==> config.mk <==
export PLATFORM = sky130hd
export DESIGN_NAME = setting_write_pacer_core
export DESIGN_NICKNAME = d
export VERILOG_FILES = /design/src/rtl/swp_pkg.sv /design/src/rtl/swp_slot_ram.sv /design/src/rtl/setting_write_pacer_core.sv
export VERILOG_INCLUDE_DIRS = /design/src /design/src/rtl
export SDC_FILE = /design/constraint.sdc
export NUM_CORES = 2
export LEC_CHECK = 0
export ABC_AREA = 0
export ABC_CLOCK_PERIOD_IN_PS = 18710
export BUFFER_PORTS_ARGS = -buffer_cell sky130_fd_sc_hd__buf_2
export CAP_MARGIN = 40
export CORE_MARGIN = 8
export CORE_UTILIZATION = 35
export DETAILED_ROUTE_END_ITERATION = 16
export SETUP_SLACK_MARGIN = 0.3
export SLEW_MARGIN = 0
export SYNTH_ARGS = -nofsm -noshare
export SYNTH_HDL_FRONTEND = slang
export SYNTH_HIERARCHICAL = 1
export SYNTH_SLANG_ARGS = --single-unit
==> constraint.sdc <==
create_clock -name i_clk -period 18.71 [get_ports i_clk]
set_input_delay 0.9355 -clock i_clk [delete_from_list [all_inputs] [get_ports i_clk]]
set_output_delay 0.9355 -clock i_clk [all_outputs]
set_load 0.01 [all_outputs]
==> src/rtl/setting_write_pacer_core_defines.svh <==
// ----------------------------------------------------------------------------
// Setting write pacer assertion macros
// Concurrent assertion wrappers, compiled out when SYNTH is defined.
// ----------------------------------------------------------------------------
`ifndef SETTING_WRITE_PACER_CORE_DEFINES_SVH
`define SETTING_WRITE_PACER_CORE_DEFINES_SVH

`ifndef SYNTH
// implication checked every edge outside reset
`define SWP_ASSERT_IMP(lbl, clk, rst_n, ante, cons, msg) \
    lbl: assert property (@(posedge clk) disable iff (!rst_n) (ante) |-> (cons)) \
        else $error(msg);
// plain invariant checked every edge outside reset
`define SWP_ASSERT_ALWAYS(lbl, clk, rst_n, expr, msg) \
    lbl: assert property (@(posedge clk) disable iff (!rst_n) (expr)) else $error(msg);
`else
`define SWP_ASSERT_IMP(lbl, clk, rst_n, ante, cons, msg)
`define SWP_ASSERT_ALWAYS(lbl, clk, rst_n, expr, msg)
`endif

`endif

==> src/rtl/swp_pkg.sv <==
// ----------------------------------------------------------------------------
// swp_pkg
// Shared types, codes and time helpers of the setting write pacer.
// ----------------------------------------------------------------------------
`timescale 1ns / 1ps
`default_nettype none

package swp_pkg;

    localparam int TIME_W = 32;
    localparam int MS_W   = 16;
    localparam int CFG_W  = 16;
    localparam int CIDX_W = 3;
    localparam int SIDX_W = 3;
    localparam int MASK_W = 8;
    localparam int LIM_W  = 3;

    typedef enum logic [1:0] {
        OP_POLL     = 2'd0,
        OP_TAP      = 2'd1,
        OP_READBACK = 2'd2,
        OP_LINK     = 2'd3
    } t_op;

    typedef enum logic [CIDX_W-1:0] {
        CFG_TOGGLE_MASK = 3'd0,
        CFG_DEBOUNCE    = 3'd1,
        CFG_WRITE_GAP   = 3'd2,
        CFG_RESEND_GAP  = 3'd3,
        CFG_ECHO_GRACE  = 3'd4,
        CFG_RESEND_LIM  = 3'd5
    } t_cfg_idx;

    typedef enum logic [2:0] {
        S_IDLE,
        S_RMW_RD,
        S_RMW,
        S_SCAN_RD,
        S_SCAN,
        S_SHOW_RD,
        S_SHOW,
        S_OUT
    } t_state;

    // true once now has reached t, modulo 2^32
    function automatic logic time_reached(input logic [TIME_W-1:0] now,
                                          input logic [TIME_W-1:0] t);
        logic [TIME_W-1:0] diff;
        diff = now - t;
        return ~diff[TIME_W-1];
    endfunction

endpackage

`default_nettype wire

==> src/rtl/swp_slot_ram.sv <==
// ----------------------------------------------------------------------------
// swp_slot_ram
// Per-slot record store: one write port, one registered read port.
// ----------------------------------------------------------------------------
`timescale 1ns / 1ps
`default_nettype none

module swp_slot_ram #(
    parameter int DEPTH  = 8,
    parameter int DATA_W = 123,
    parameter int ADDR_W = 3
) (
    input  wire logic              i_clk,
    input  wire logic              i_we,
    input  wire logic [ADDR_W-1:0] i_waddr,
    input  wire logic [DATA_W-1:0] i_wdata,
    input  wire logic [ADDR_W-1:0] i_raddr,
    output logic      [DATA_W-1:0] o_rdata
);

    logic [DATA_W-1:0] r_mem [DEPTH];
    logic [DATA_W-1:0] r_rdata;

    always_ff @(posedge i_clk) begin
        if (i_we) begin
            r_mem[i_waddr] <= i_wdata;
        end
    end

    always_ff @(posedge i_clk) begin
        r_rdata <= r_mem[i_raddr];
    end

    assign o_rdata = r_rdata;

endmodule

`default_nettype wire

==> src/rtl/setting_write_pacer_core.sv <==
// Sequence: a link edge or a skipped operation goes through SHOW_RD, SHOW and OUT,
//   a tap or readback first RMW_RD and RMW, a poll pass SCAN_RD and SCAN per slot until a
//   write is chosen or the last slot, set by the one read port of the slot record memory.
// Throughput: one transaction in flight; the next is taken the cycle after the result leaves.
// Reset: synchronous active low; clears control, slot flags, link state and
//   registers to their defaults. Slot records stay undefined until written.
// ----------------------------------------------------------------------------
// setting_write_pacer_core
// Paces writes of device settings; per-slot records live in a memory and are
// updated by read-modify-write, per-slot flags live in flip-flops.
// ----------------------------------------------------------------------------
`timescale 1ns / 1ps
`default_nettype none
`include "setting_write_pacer_core_defines.svh"

module setting_write_pacer_core
    import swp_pkg::*;
#(
    parameter int SETTING_SLOTS = 8,
    parameter int VALUE_BITS    = 8
) (
    input  wire logic                  i_clk,
    input  wire logic                  i_rst_n,
    // config write port
    input  wire logic                  i_cfg_we,
    input  wire logic [CIDX_W-1:0]     i_cfg_index,
    input  wire logic [CFG_W-1:0]      i_cfg_data,
    // input channel
    input  wire logic                  i_in_valid,
    output logic                       o_in_stall,
    input  wire logic [1:0]            i_operation,
    input  wire logic [TIME_W-1:0]     i_time_now,
    input  wire logic [SIDX_W-1:0]     i_setting_index,
    input  wire logic [VALUE_BITS-1:0] i_option_value,
    input  wire logic                  i_link_is_up,
    // output channel
    output logic                       o_out_valid,
    input  wire logic                  i_out_stall,
    output logic                       o_send_valid,
    output logic [SIDX_W-1:0]          o_send_index,
    output logic [VALUE_BITS-1:0]      o_send_value,
    output logic                       o_shown_valid,
    output logic [VALUE_BITS-1:0]      o_shown_value
);

    localparam int SLOT_W = (SETTING_SLOTS > 1) ? $clog2(SETTING_SLOTS) : 1;
    localparam int VB     = VALUE_BITS;

    // record layout in slot memory
    localparam int KV_LO = 0;                 // known value
    localparam int PV_LO = KV_LO + VB;        // posted value
    localparam int RV_LO = PV_LO + VB;        // resend value
    localparam int GD_LO = RV_LO + VB;        // grace deadline
    localparam int PS_LO = GD_LO + TIME_W;    // posted since
    localparam int RD_LO = PS_LO + TIME_W;    // resend due
    localparam int RR_LO = RD_LO + TIME_W;    // resends remaining
    localparam int REC_W = RR_LO + LIM_W;

    localparam logic [SLOT_W-1:0] LAST_SLOT = SLOT_W'(SETTING_SLOTS - 1);

    // config registers
    logic [MASK_W-1:0] r_toggle_mask;
    logic [MS_W-1:0]   r_debounce_ms;
    logic [MS_W-1:0]   r_write_gap_ms;
    logic [MS_W-1:0]   r_resend_gap_ms;
    logic [MS_W-1:0]   r_echo_grace_ms;
    logic [LIM_W-1:0]  r_resend_limit;

    // control
    t_state r_state;
    t_state n_state;
    logic   r_link_up;
    logic [TIME_W-1:0] r_next_write;

    // per-slot flags
    logic [SETTING_SLOTS-1:0] r_known_valid;
    logic [SETTING_SLOTS-1:0] r_grace_active;
    logic [SETTING_SLOTS-1:0] r_posted_valid;
    logic [SETTING_SLOTS-1:0] r_resend_valid;

    // captured transaction
    t_op               r_op;
    logic [TIME_W-1:0] r_now;
    logic [SIDX_W-1:0] r_idx;
    logic [VB-1:0]     r_val;
    logic              r_in_range;
    logic [SLOT_W-1:0] r_scan;

    // result registers
    logic              r_out_valid;
    logic              r_send_valid;
    logic [SIDX_W-1:0] r_send_index;
    logic [VB-1:0]     r_send_value;
    logic              r_shown_valid;
    logic [VB-1:0]     r_shown_value;

    // memory port
    logic              w_we;
    logic [SLOT_W-1:0] w_waddr;
    logic [REC_W-1:0]  w_wdata;
    logic [SLOT_W-1:0] w_raddr;
    logic [REC_W-1:0]  w_rdata;

    // record fields of current read
    logic [VB-1:0]     w_kv, w_pv, w_rv;
    logic [TIME_W-1:0] w_gd, w_ps, w_rd;
    logic [LIM_W-1:0]  w_rr;

    logic [SLOT_W-1:0] w_idx_slot;
    logic              w_accept;
    logic              w_in_range;

    // flag updates for the slot being worked on
    logic w_set_known, w_set_grace, w_clr_grace, w_set_posted, w_clr_posted;
    logic w_set_resend, w_chosen;
    logic [SLOT_W-1:0] w_fslot;

    // readback decision helpers
    logic w_toggle, w_confirm;

    assign w_accept   = i_in_valid && !o_in_stall;
    assign w_in_range = 32'(i_setting_index) < 32'(SETTING_SLOTS);
    assign w_idx_slot = SLOT_W'(r_idx);

    assign w_kv = w_rdata[KV_LO +: VB];
    assign w_pv = w_rdata[PV_LO +: VB];
    assign w_rv = w_rdata[RV_LO +: VB];
    assign w_gd = w_rdata[GD_LO +: TIME_W];
    assign w_ps = w_rdata[PS_LO +: TIME_W];
    assign w_rd = w_rdata[RD_LO +: TIME_W];
    assign w_rr = w_rdata[RR_LO +: LIM_W];

    swp_slot_ram #(
        .DEPTH  (SETTING_SLOTS),
        .DATA_W (REC_W),
        .ADDR_W (SLOT_W)
    ) u_slot_ram (
        .i_clk   (i_clk),
        .i_we    (w_we),
        .i_waddr (w_waddr),
        .i_wdata (w_wdata),
        .i_raddr (w_raddr),
        .o_rdata (w_rdata)
    );

    // config writes
    always_ff @(posedge i_clk) begin
        if (!i_rst_n) begin
            r_toggle_mask   <= '0;
            r_debounce_ms   <= MS_W'(400);
            r_write_gap_ms  <= MS_W'(1200);
            r_resend_gap_ms <= MS_W'(1200);
            r_echo_grace_ms <= MS_W'(4000);
            r_resend_limit  <= LIM_W'(2);
        end else if (i_cfg_we) begin
            unique case (i_cfg_index)
                CFG_TOGGLE_MASK: r_toggle_mask   <= i_cfg_data[MASK_W-1:0];
                CFG_DEBOUNCE:    r_debounce_ms   <= i_cfg_data;
                CFG_WRITE_GAP:   r_write_gap_ms  <= i_cfg_data;
                CFG_RESEND_GAP:  r_resend_gap_ms <= i_cfg_data;
                CFG_ECHO_GRACE:  r_echo_grace_ms <= i_cfg_data;
                CFG_RESEND_LIM:  r_resend_limit  <= i_cfg_data[LIM_W-1:0];
                default: ;
            endcase
        end
    end

    // next state
    always_comb begin
        n_state = r_state;
        unique case (r_state)
            S_IDLE: begin
                if (w_accept) begin
                    unique case (t_op'(i_operation))
                        OP_TAP:
                            n_state = (w_in_range && r_link_up) ? S_RMW_RD : S_SHOW_RD;
                        OP_READBACK:
                            n_state = w_in_range ? S_RMW_RD : S_SHOW_RD;
                        OP_POLL:
                            n_state = (r_link_up && time_reached(i_time_now, r_next_write))
                                      ? S_SCAN_RD : S_SHOW_RD;
                        OP_LINK:
                            n_state = S_SHOW_RD;
                        default: n_state = S_SHOW_RD;
                    endcase
                end
            end
            S_RMW_RD:  n_state = S_RMW;
            S_RMW:     n_state = S_SHOW_RD;
            S_SCAN_RD: n_state = S_SCAN;
            S_SCAN:    n_state = (w_chosen || r_scan == LAST_SLOT) ? S_SHOW_RD : S_SCAN_RD;
            S_SHOW_RD: n_state = S_SHOW;
            S_SHOW:    n_state = S_OUT;
            S_OUT:     n_state = i_out_stall ? S_OUT : S_IDLE;
            default:   n_state = S_IDLE;
        endcase
    end

    // read address, write record and flag decisions
    always_comb begin
        w_raddr      = (r_state == S_SCAN_RD) ? r_scan : w_idx_slot;
        w_we         = 1'b0;
        w_waddr      = w_idx_slot;
        w_wdata      = w_rdata;
        w_fslot      = w_idx_slot;
        w_set_known  = 1'b0;
        w_set_grace  = 1'b0;
        w_clr_grace  = 1'b0;
        w_set_posted = 1'b0;
        w_clr_posted = 1'b0;
        w_set_resend = 1'b0;
        w_chosen     = 1'b0;
        w_toggle     = (32'(r_idx) < 32'(MASK_W)) && r_toggle_mask[r_idx];
        w_confirm    = r_known_valid[w_idx_slot] &&
                       (w_toggle ? ((r_val == '0) == (w_kv == '0)) : (r_val == w_kv));
        unique case (r_state)
            S_RMW: begin
                if (r_op == OP_TAP) begin
                    w_we = 1'b1;
                    w_wdata[KV_LO +: VB]     = r_val;
                    w_wdata[PV_LO +: VB]     = r_val;
                    w_wdata[PS_LO +: TIME_W] = r_now;
                    w_wdata[GD_LO +: TIME_W] = r_now + TIME_W'(r_echo_grace_ms);
                    w_set_known  = 1'b1;
                    w_set_grace  = 1'b1;
                    w_set_posted = 1'b1;
                end else if (!r_posted_valid[w_idx_slot]) begin
                    // readback; stale echo inside grace is dropped
                    w_wdata[KV_LO +: VB] = r_val;
                    if (!r_grace_active[w_idx_slot]) begin
                        w_we        = 1'b1;
                        w_set_known = 1'b1;
                    end else if (w_confirm) begin
                        w_we        = 1'b1;
                        w_clr_grace = 1'b1;
                    end else if (time_reached(r_now, w_gd)) begin
                        w_we        = 1'b1;
                        w_clr_grace = 1'b1;
                        w_set_known = 1'b1;
                    end
                end
            end
            S_SCAN: begin
                w_waddr = r_scan;
                w_fslot = r_scan;
                w_wdata[RD_LO +: TIME_W] = r_now + TIME_W'(r_resend_gap_ms);
                w_wdata[GD_LO +: TIME_W] = r_now + TIME_W'(r_echo_grace_ms);
                if (r_posted_valid[r_scan]) begin
                    if (time_reached(r_now, w_ps + TIME_W'(r_debounce_ms))) begin
                        w_chosen     = 1'b1;
                        w_we         = 1'b1;
                        w_wdata[RV_LO +: VB]    = w_pv;
                        w_wdata[RR_LO +: LIM_W] = r_resend_limit;
                        w_clr_posted = 1'b1;
                        w_set_resend = 1'b1;
                        w_set_grace  = 1'b1;
                    end
                end else if (r_resend_valid[r_scan] && w_rr != '0 &&
                             time_reached(r_now, w_rd)) begin
                    w_chosen    = 1'b1;
                    w_we        = 1'b1;
                    w_wdata[RR_LO +: LIM_W] = w_rr - LIM_W'(1);
                    w_set_grace = 1'b1;
                end
            end
            default: ;
        endcase
    end

    // control, flags and results
    always_ff @(posedge i_clk) begin
        if (!i_rst_n) begin
            r_state        <= S_IDLE;
            r_link_up      <= 1'b0;
            r_next_write   <= '0;
            r_known_valid  <= '0;
            r_grace_active <= '0;
            r_posted_valid <= '0;
            r_resend_valid <= '0;
            r_out_valid    <= 1'b0;
        end else begin
            r_state <= n_state;
            if (w_accept && t_op'(i_operation) == OP_LINK) begin
                r_link_up      <= i_link_is_up;
                r_known_valid  <= '0;
                r_grace_active <= '0;
                r_posted_valid <= '0;
                r_resend_valid <= '0;
            end else if (w_accept && t_op'(i_operation) == OP_POLL && r_link_up) begin
                // unconfirmed-write tracking ends once grace is over
                r_resend_valid <= r_resend_valid & r_grace_active;
            end else begin
                if (w_set_known)  r_known_valid[w_fslot]  <= 1'b1;
                if (w_set_grace)  r_grace_active[w_fslot] <= 1'b1;
                if (w_clr_grace)  r_grace_active[w_fslot] <= 1'b0;
                if (w_set_posted) r_posted_valid[w_fslot] <= 1'b1;
                if (w_clr_posted) r_posted_valid[w_fslot] <= 1'b0;
                if (w_set_resend) r_resend_valid[w_fslot] <= 1'b1;
            end
            if (w_chosen) begin
                r_next_write <= r_now + TIME_W'(r_write_gap_ms);
            end
            if (r_state == S_SHOW) begin
                r_out_valid <= 1'b1;
            end else if (r_state == S_OUT && !i_out_stall) begin
                r_out_valid <= 1'b0;
            end
        end
    end

    // payload
    always_ff @(posedge i_clk) begin
        if (w_accept) begin
            r_op         <= t_op'(i_operation);
            r_now        <= i_time_now;
            r_idx        <= i_setting_index;
            r_val        <= i_option_value;
            r_in_range   <= w_in_range;
            r_scan       <= '0;
            r_send_valid <= 1'b0;
            r_send_index <= '0;
            r_send_value <= '0;
        end else if (r_state == S_SCAN) begin
            r_scan <= r_scan + SLOT_W'(1);
            if (w_chosen) begin
                r_send_valid <= 1'b1;
                r_send_index <= SIDX_W'(r_scan);
                r_send_value <= r_posted_valid[r_scan] ? w_pv : w_rv;
            end
        end
        if (r_state == S_SHOW) begin
            if (r_in_range && r_posted_valid[w_idx_slot]) begin
                r_shown_valid <= 1'b1;
                r_shown_value <= w_pv;
            end else if (r_in_range && r_known_valid[w_idx_slot]) begin
                r_shown_valid <= 1'b1;
                r_shown_value <= w_kv;
            end else begin
                r_shown_valid <= 1'b0;
                r_shown_value <= '0;
            end
        end
    end

    assign o_in_stall    = (r_state != S_IDLE);
    assign o_out_valid   = r_out_valid;
    assign o_send_valid  = r_send_valid;
    assign o_send_index  = r_send_index;
    assign o_send_value  = r_send_value;
    assign o_shown_valid = r_shown_valid;
    assign o_shown_value = r_shown_value;

    // a posted slot always has its optimistic known value set
    `SWP_ASSERT_ALWAYS(a_posted_known, i_clk, i_rst_n, (r_posted_valid & ~r_known_valid) == '0, "posted slot without known value")
    // slot records are written only during update or scan
    `SWP_ASSERT_IMP(a_we_state, i_clk, i_rst_n, w_we, (r_state == S_RMW || r_state == S_SCAN), "record write outside update")
    // a write is only chosen while the link is up
    `SWP_ASSERT_IMP(a_send_link, i_clk, i_rst_n, r_out_valid && r_send_valid, r_link_up, "send chosen with link down")
    // result register pairs with the output state
    `SWP_ASSERT_IMP(a_out_state, i_clk, i_rst_n, r_out_valid, r_state == S_OUT, "result valid outside output state")

endmodule

`default_nettype wire

# After elaboration in Yosys (flattened, before gate mapping)
# Memories as Yosys holds them, arrays and structs flattened. A register that Yosys moved wholly into a read port is not among the register bits.
# Cells that the tools add are included.
[totals] regBits=213 latchBits=0 mem_bits_rw=984 mem_bits_ro=0 inputBits=70 out_inout_bits=23 wordCells=184 mem_count=1
[mem_list] name="u_slot_ram.r_mem" depth=8 width=123 read_ports=1 rd_clocked_by_memory_dff=1 wr=1 line_no="swp_slot_ram.sv:21" rtl="logic [DATA_W-1:0] r_mem [DEPTH];"
[op_classes] add_sub_neg=10 mul=0 n_div=0 n_lt_le_gt_ge=4 eq_ne=20 shift=0 muxes=82 n_bitwise=12 reduce_logical=31
[op_table] operator="$mux 8" n=21
[op_table] operator="$add 32x16->32" n=4
[op_table] operator="$sub 32x32->32" n=4
[op_table] operator="$mux 64" n=1
[op_table] operator="$pmux 32 s2" n=1
[op_table] operator="$mux 1" n=35
[op_table] operator="$mux 35" n=1
[op_table] operator="$mux 32" n=1
[op_table] operator="$or 8x8->8" n=4
[op_table] operator="$mux 3" n=10
[op_table] operator="$and 8x8->8" n=3
[op_table] operator="$pmux 3 s8" n=1
[op_table] operator="$eq 3x3->1 const B" n=7
[op_table] operator="$bmux 1 s3" n=6
[op_table] operator="$logic_not 8->1" n=2
[op_table] operator="$mux 16" n=1
[op_table] operator="$reduce_and 2->1" n=8
[op_table] operator="$eq 3x2->1 const B" n=4
[op_table] operator="$lt 3x4->1 const B" n=3
[op_table] operator="$pmux 3 s4" n=1
[op_table] operator="$logic_and 1x1->1" n=10
[op_table] operator="$eq 8x8->1" n=1
[op_table] operator="$not 8->8" n=1
[op_table] operator="$eq 3x1->1 const B" n=2
[op_table] operator="other kinds (17)" n=27

# Logic depth before layout (Yosys ltp)
[depth] ltp_word=13 ltp_mapped=17

# Modules after synthesis
# Netlist, hierarchy kept.
[by_module_without_submodules] mod="swp_slot_ram" n_inst=1 cells_each=1558 area_per_inst_um2=40261.1 seq_area_each_um2=32010.7
[by_module_without_submodules] mod="setting_write_pacer_core" n_inst=1 cells_each=2013 area_per_inst_um2=16494.6 seq_area_each_um2=4804.6

# Least setup slack after synthesis
# Ideal clock, no wire load.
[synth_timing] path_kind="register -> register" start="register r_now[24]" end="memory u_slot_ram.r_mem[0][0], enable pin" setup_time_ns=0.756 arrival_time_ns=11.556 path_slack_ns=6.399 stages_incl_launch_ff=18 n_path_buf=3 cell_sequence="edfxtp_1 > clkbuf_1 > inv_1 > ha_1 > inv_1 > ha_1 > a21o_1 > a21o_1 > a2111o_1 > a22o_1 > a31oi_2 > mux2i_2 > nand2_4 > buf_8 > buf_8 > or2_1 > nand2b_1 > nor3_1"
[synth_between] elab_chain_cells=9
[synth_rtl] element="start, declared" line_no="setting_write_pacer_core.sv:83" rtl="logic [TIME_W-1:0] r_now;"
[synth_rtl] element="start signal, assigned" line_no="setting_write_pacer_core.sv:315" rtl="r_now <= i_time_now;"
[synth_rtl] element="$sub 32x32->32" line_no="swp_pkg.sv:49" rtl="diff = now - t;"
[synth_rtl] element="$mux 1" line_no="setting_write_pacer_core.sv:236" rtl="end else if (time_reached(r_now, w_gd)) begin"
[synth_rtl] element="$mux 1" line_no="setting_write_pacer_core.sv:233" rtl="end else if (w_confirm) begin"
[synth_rtl] element="$mux 1" line_no="setting_write_pacer_core.sv:230" rtl="if (!r_grace_active[w_idx_slot]) begin"
[synth_rtl] element="$mux 1" line_no="setting_write_pacer_core.sv:227" rtl="end else if (!r_posted_valid[w_idx_slot]) begin"
[synth_rtl] element="$mux 1" line_no="setting_write_pacer_core.sv:218" rtl="if (r_op == OP_TAP) begin"
[synth_rtl] element="$pmux 1 s2 *" line_no="setting_write_pacer_core.sv:216" rtl="unique case (r_state)"
[synth_rtl] element="net w_we" line_no="setting_write_pacer_core.sv:98" rtl="logic w_we;"
[synth_rtl] element="$mux 1 *" line_no="swp_slot_ram.sv:25" rtl="if (i_we) begin"
[synth_rtl] element="$mux 1 (implied by the code) *" line_no="swp_slot_ram.sv:26" rtl="r_mem[i_waddr] <= i_wdata;"
[synth_rtl] element="end, declared" line_no="swp_slot_ram.sv:21"
# Mark *: on every way through the listed nets, which the timed path passes. The rest lies on a longest branch.

# Final worst setup path
[layout_timing] start="register r_now[24]" end="memory u_slot_ram.r_mem[3][63], enable pin"
# The elaborated chain is that of the path after synthesis.

==> impl_results.md <==
- Final Net Count: about 4,000
- Post-synth EDFFs: 1,038
- Initial core utilization: a little over a third
- CP Launch Point: r_now[24]
- Cell family with most CP delay: compound AO/OA/AOI/OAI gates
- Syn avg cell area: 15.9 sq um
- Pleak: 0.0226 uW
- Switch share: 27.0%
- Critical Path End: u_slot_ram/r_mem[3][63]
- CP Cell Sequence: inv_1, ha_1, inv_1, ha_1, a21o_1, a21o_1, a2111o_1, a22o_1, a31oi_2, mux2i_2, nand2_4, or2_1, nand2b_1, nor2_4, buf_4, buf_16, buf_4, buf_16
- Vias in the first global route: 31,900
- Post-route antenna net violation count: 0
- Root Buffer: clkbuf_16
- Hold Violations, Final: 0
- Worst EP required: between 15,000 and 20,000 ps
- WL/cell: roughly 23 microns
- Setup Buffers After CTS: 0
- Grt ovf: 0
- All-Layer GR Usage: between 15 and 20%
- Fillcell total: 14,800
- Largest stage delay, worst path: 810 ps
- Hold crit path type: input port to register
- Input/output buffers: a little over 90
- Initial antenna violation count: 7
- Post-synthesis net count: around 3,800
- RSZ-0062 raised after global routing: no
- Fin worst setup slack: around 12,000 ps
- FF-to-FF Start: r_now[24]
- Cell area after synthesis: roughly 57,000 sq um
- Post-route setup TNS: 0 ps
- Sequential Power Share: between 40 and 50%
- CP bufs+invs: 6
- Worst path arrival time: 6690 ps
- Fmax: 0.161 GHz
- Peak VDD IR: 0.0888 mV
- Yosys Warn Count: 6
- Clk_skew: 30.0 ps
- Die area: 175,000 sq um
- CTS tree: built
- # rows: 147
- R2R Setup Slk: 12,490 ps
- Worst Hold Depth: 1
- Part of the power in the clock network: 35.7%
- GP Congestion: 0.855
- Ys flop type: edfxtp_1
- Area occupied by multi-input gates: 18,200 sq um
- CTS Buf Count: approximately 140
- Clk pin slew, worst setup/hold paths: 70 ps
- Initial drt markers: 2,150
- FF+latch area: 36,800 sq um
- Reg2Reg Depth: 18
- Vias per Instance: 5.12
- Pwr per Cell Area: between 100 and 150 nW/um^2
- Crit Path Max Fanout: 48
- Via count: about 31,000
- Least-Margin Pin Slew: 982 ps
- # resized after CTS: 0
- Register area share after synthesis: between 60% and 70%
- Tcrit/Tclk final: between 30% and 40%
- DRC violations left: 0
- Core ar.: roughly 160,000 sq um
- CP Capture Type: register
- Die width: 419 microns
- Ys async rst share: 0%
- Synth unique cells: 85
- FF+latch count, synth: 1,320
- Detailed Place HPWL: 91.6 mm
- Place WS: 12,480 ps
- Max-Cap Viols: 0
- Cell count after synthesis: between 3,000 and 4,000
- Combinational share of power: between 10% and 20%
- Fin crit period: 6220 ps
- Hold buffer count at cts: 0
- Max-slew headroom: 33.8%
- # IOs: 93
- Final wirelength: ~140 mm
- Setup Crit Path Kind: register to register
- Critical path depth in cells: 18
- Final Setup Violations: 0
- Share of cells above drive strength 1: 17.6%
- NetSw: just over 2000 uW
- CTS max path bufs: 3
- Die height: about 420 microns
- Latest clock arrival within the worst-skew pair: 770 ps
- Critical path startpoint category: register
- Critical-path top delay cell: mux2i_2
- P_int: 5550 uW
- DRT Pass-1 Iters: 7
- Max-slew violation count: 0
- Htree depth: 4
- Largest net degree at the start of global routing: 124
- R2r endpoint: u_slot_ram/r_mem[3][63]
- CTS Sinks: 1,320
- Status: finished, final reports clean
- First-pass GRT wire length: 210 mm
- Area Growth Syn to Fin: 13.5%
[layout make-up]
cell class | count | share of cell area (%)
Clock buffer | 192 | 5.97
Antenna cell | 3 | 0.0117
Sequential cell | 1320 | 57.1
Timing Repair Buffer | 180 | 2.25
Inverter | 205 | 1.19
Tap cell | 2160 | 4.20
Clock inverter | 62 | 0.998
Multi-Input combinational cell | 1894 | 28.2
[state kept, by name, indices dropped and copies added, names as in the netlist, 2 cells and up, named ones only]
name	count
o_send_index	3
r_state	3
r_resend_limit	3
r_scan	3
r_write_gap_ms	16
r_resend_valid	8
r_val	8
r_now	32
u_slot_ram/o_rdata	123
o_shown_value	8
o_send_value	8
r_next_write	32
r_toggle_mask	8
r_resend_gap_ms	16
u_slot_ram/r_mem	984
r_debounce_ms	16
r_echo_grace_ms	16
r_op	2
r_known_valid	8
r_idx	3
[cells in the mapped netlist (11+ instances only)]
master       n  share of area [%]
a211oi_1    30               0.40
a21boi_0    56               0.74
a21o_1      32               0.42
a21oi_1    104               0.92
a22o_1      17               0.26
buf_1       16               0.11
buf_2       11              0.097
buf_6       11               0.22
buf_8       20               0.53
clkbuf_1    73               0.48
clkbuf_8    13               0.32
dfxtp_1    282                9.9
edfxtp_1  1038                 55
fa_1        17               0.60
ha_1       189                4.2
inv_1      202                1.3
mux2_2     137                2.7
mux2i_1     36               0.63
mux4_1     145                6.7
mux4_2     113                4.5
nand2_1    357                2.4
nand2b_1    22               0.24
nand3_1     53               0.47
nand4_1     18               0.20
nor2_1     110               0.73
nor2b_1     23               0.25
nor3_1      18               0.16
nor4_1      11               0.12
o21a_1      14               0.19
o21ai_0    125                1.1
o21ai_1     31               0.27
xnor2_1     74                1.1
xor2_1      27               0.42
[worst reg2reg max path, cell delays in order, from the launching register on]
cell and delay [ps]:
edfxtp_1 590, inv_1 150, ha_1 300, inv_1 40
ha_1 300, a21o_1 160, a21o_1 160, a2111o_1 400
a22o_1 270, a31oi_2 440, mux2i_2 820, nand2_4 350
or2_1 350, nand2b_1 290, nor2_4 220, buf_4 230
buf_16 200, buf_4 390, buf_16 230
[layout by cell type, fill, tap and decap left out, types with 74 or more instances in the layout]
cell type and count:
a21oi_1 104, dfxtp_1 282, clkbuf_16 140, buf_2 113, mux4_2 113, xnor2_1 74
mux4_1 145, nor2_1 103, ha_1 189, edfxtp_1 1038, mux2_2 134, nand2_1 356
o21ai_0 125, inv_1 202
[layer usage]
layer / vias up / wire, microns / track usage (%)
li1: 14100 / - / -
met1: 15900 / 60800 / 20.7
met2: 662 / 71200 / 27.5
met3: 195 / 5320 / 2.11
met4: 4 / 3360 / 4.65
met5: - / 27 / 0
[power by group through the flow]
stage               Sequential (uW)  Combinational, uW  Clock [uW]
floorplan                      3650                861           0
global placement               3700               1210           0
detailed placement             3700               1250           0
CTS                            3640               1260        2780
global route                   3660               1370        2890
finish                         3640               1250        2710
[stage by stage]
stage	hold slack [ps]	total power [uW]	instances	util (%)	area, sq um
finish	357	7600	6016	40.1	64400
CTS	293	7680	6009	40.1	64400
global route	318	7920	6014	40.1	64400
detailed placement	445	4960	5755	37.3	59900
floorplan	428	4510	3571	-	56800
global placement	442	4910	5711	36.9	59300
[worst min-delay path by stage]
stage | slack, ps | start | endpoint
3_3_place_gp | 440 | r_next_write[16] | r_next_write[16]
2_1_floorplan | 430 | r_next_write[16] | r_next_write[16]
4_1_cts | 290 | i_setting_index[0] | r_idx[0]
5_1_grt | 320 | i_setting_index[0] | r_idx[0]
6_report | 360 | i_setting_index[1] | r_idx[1]
3_5_place_dp | 440 | r_next_write[16] | r_next_write[16]
[cells by family after synthesis]
| logic type | Yosys count | share of synthesized area (%) |
|---|---|---|
| flops | 1320 | 64.9 |
| simple gates | 658 | 5.11 |
| compound gates | 495 | 5.74 |
| mux | 434 | 14.6 |
| buf+inv | 357 | 3.32 |
| fa+ha+maj | 206 | 4.77 |
| xor+xnor | 101 | 1.56 |
Power figures use the tool's default switching activity.
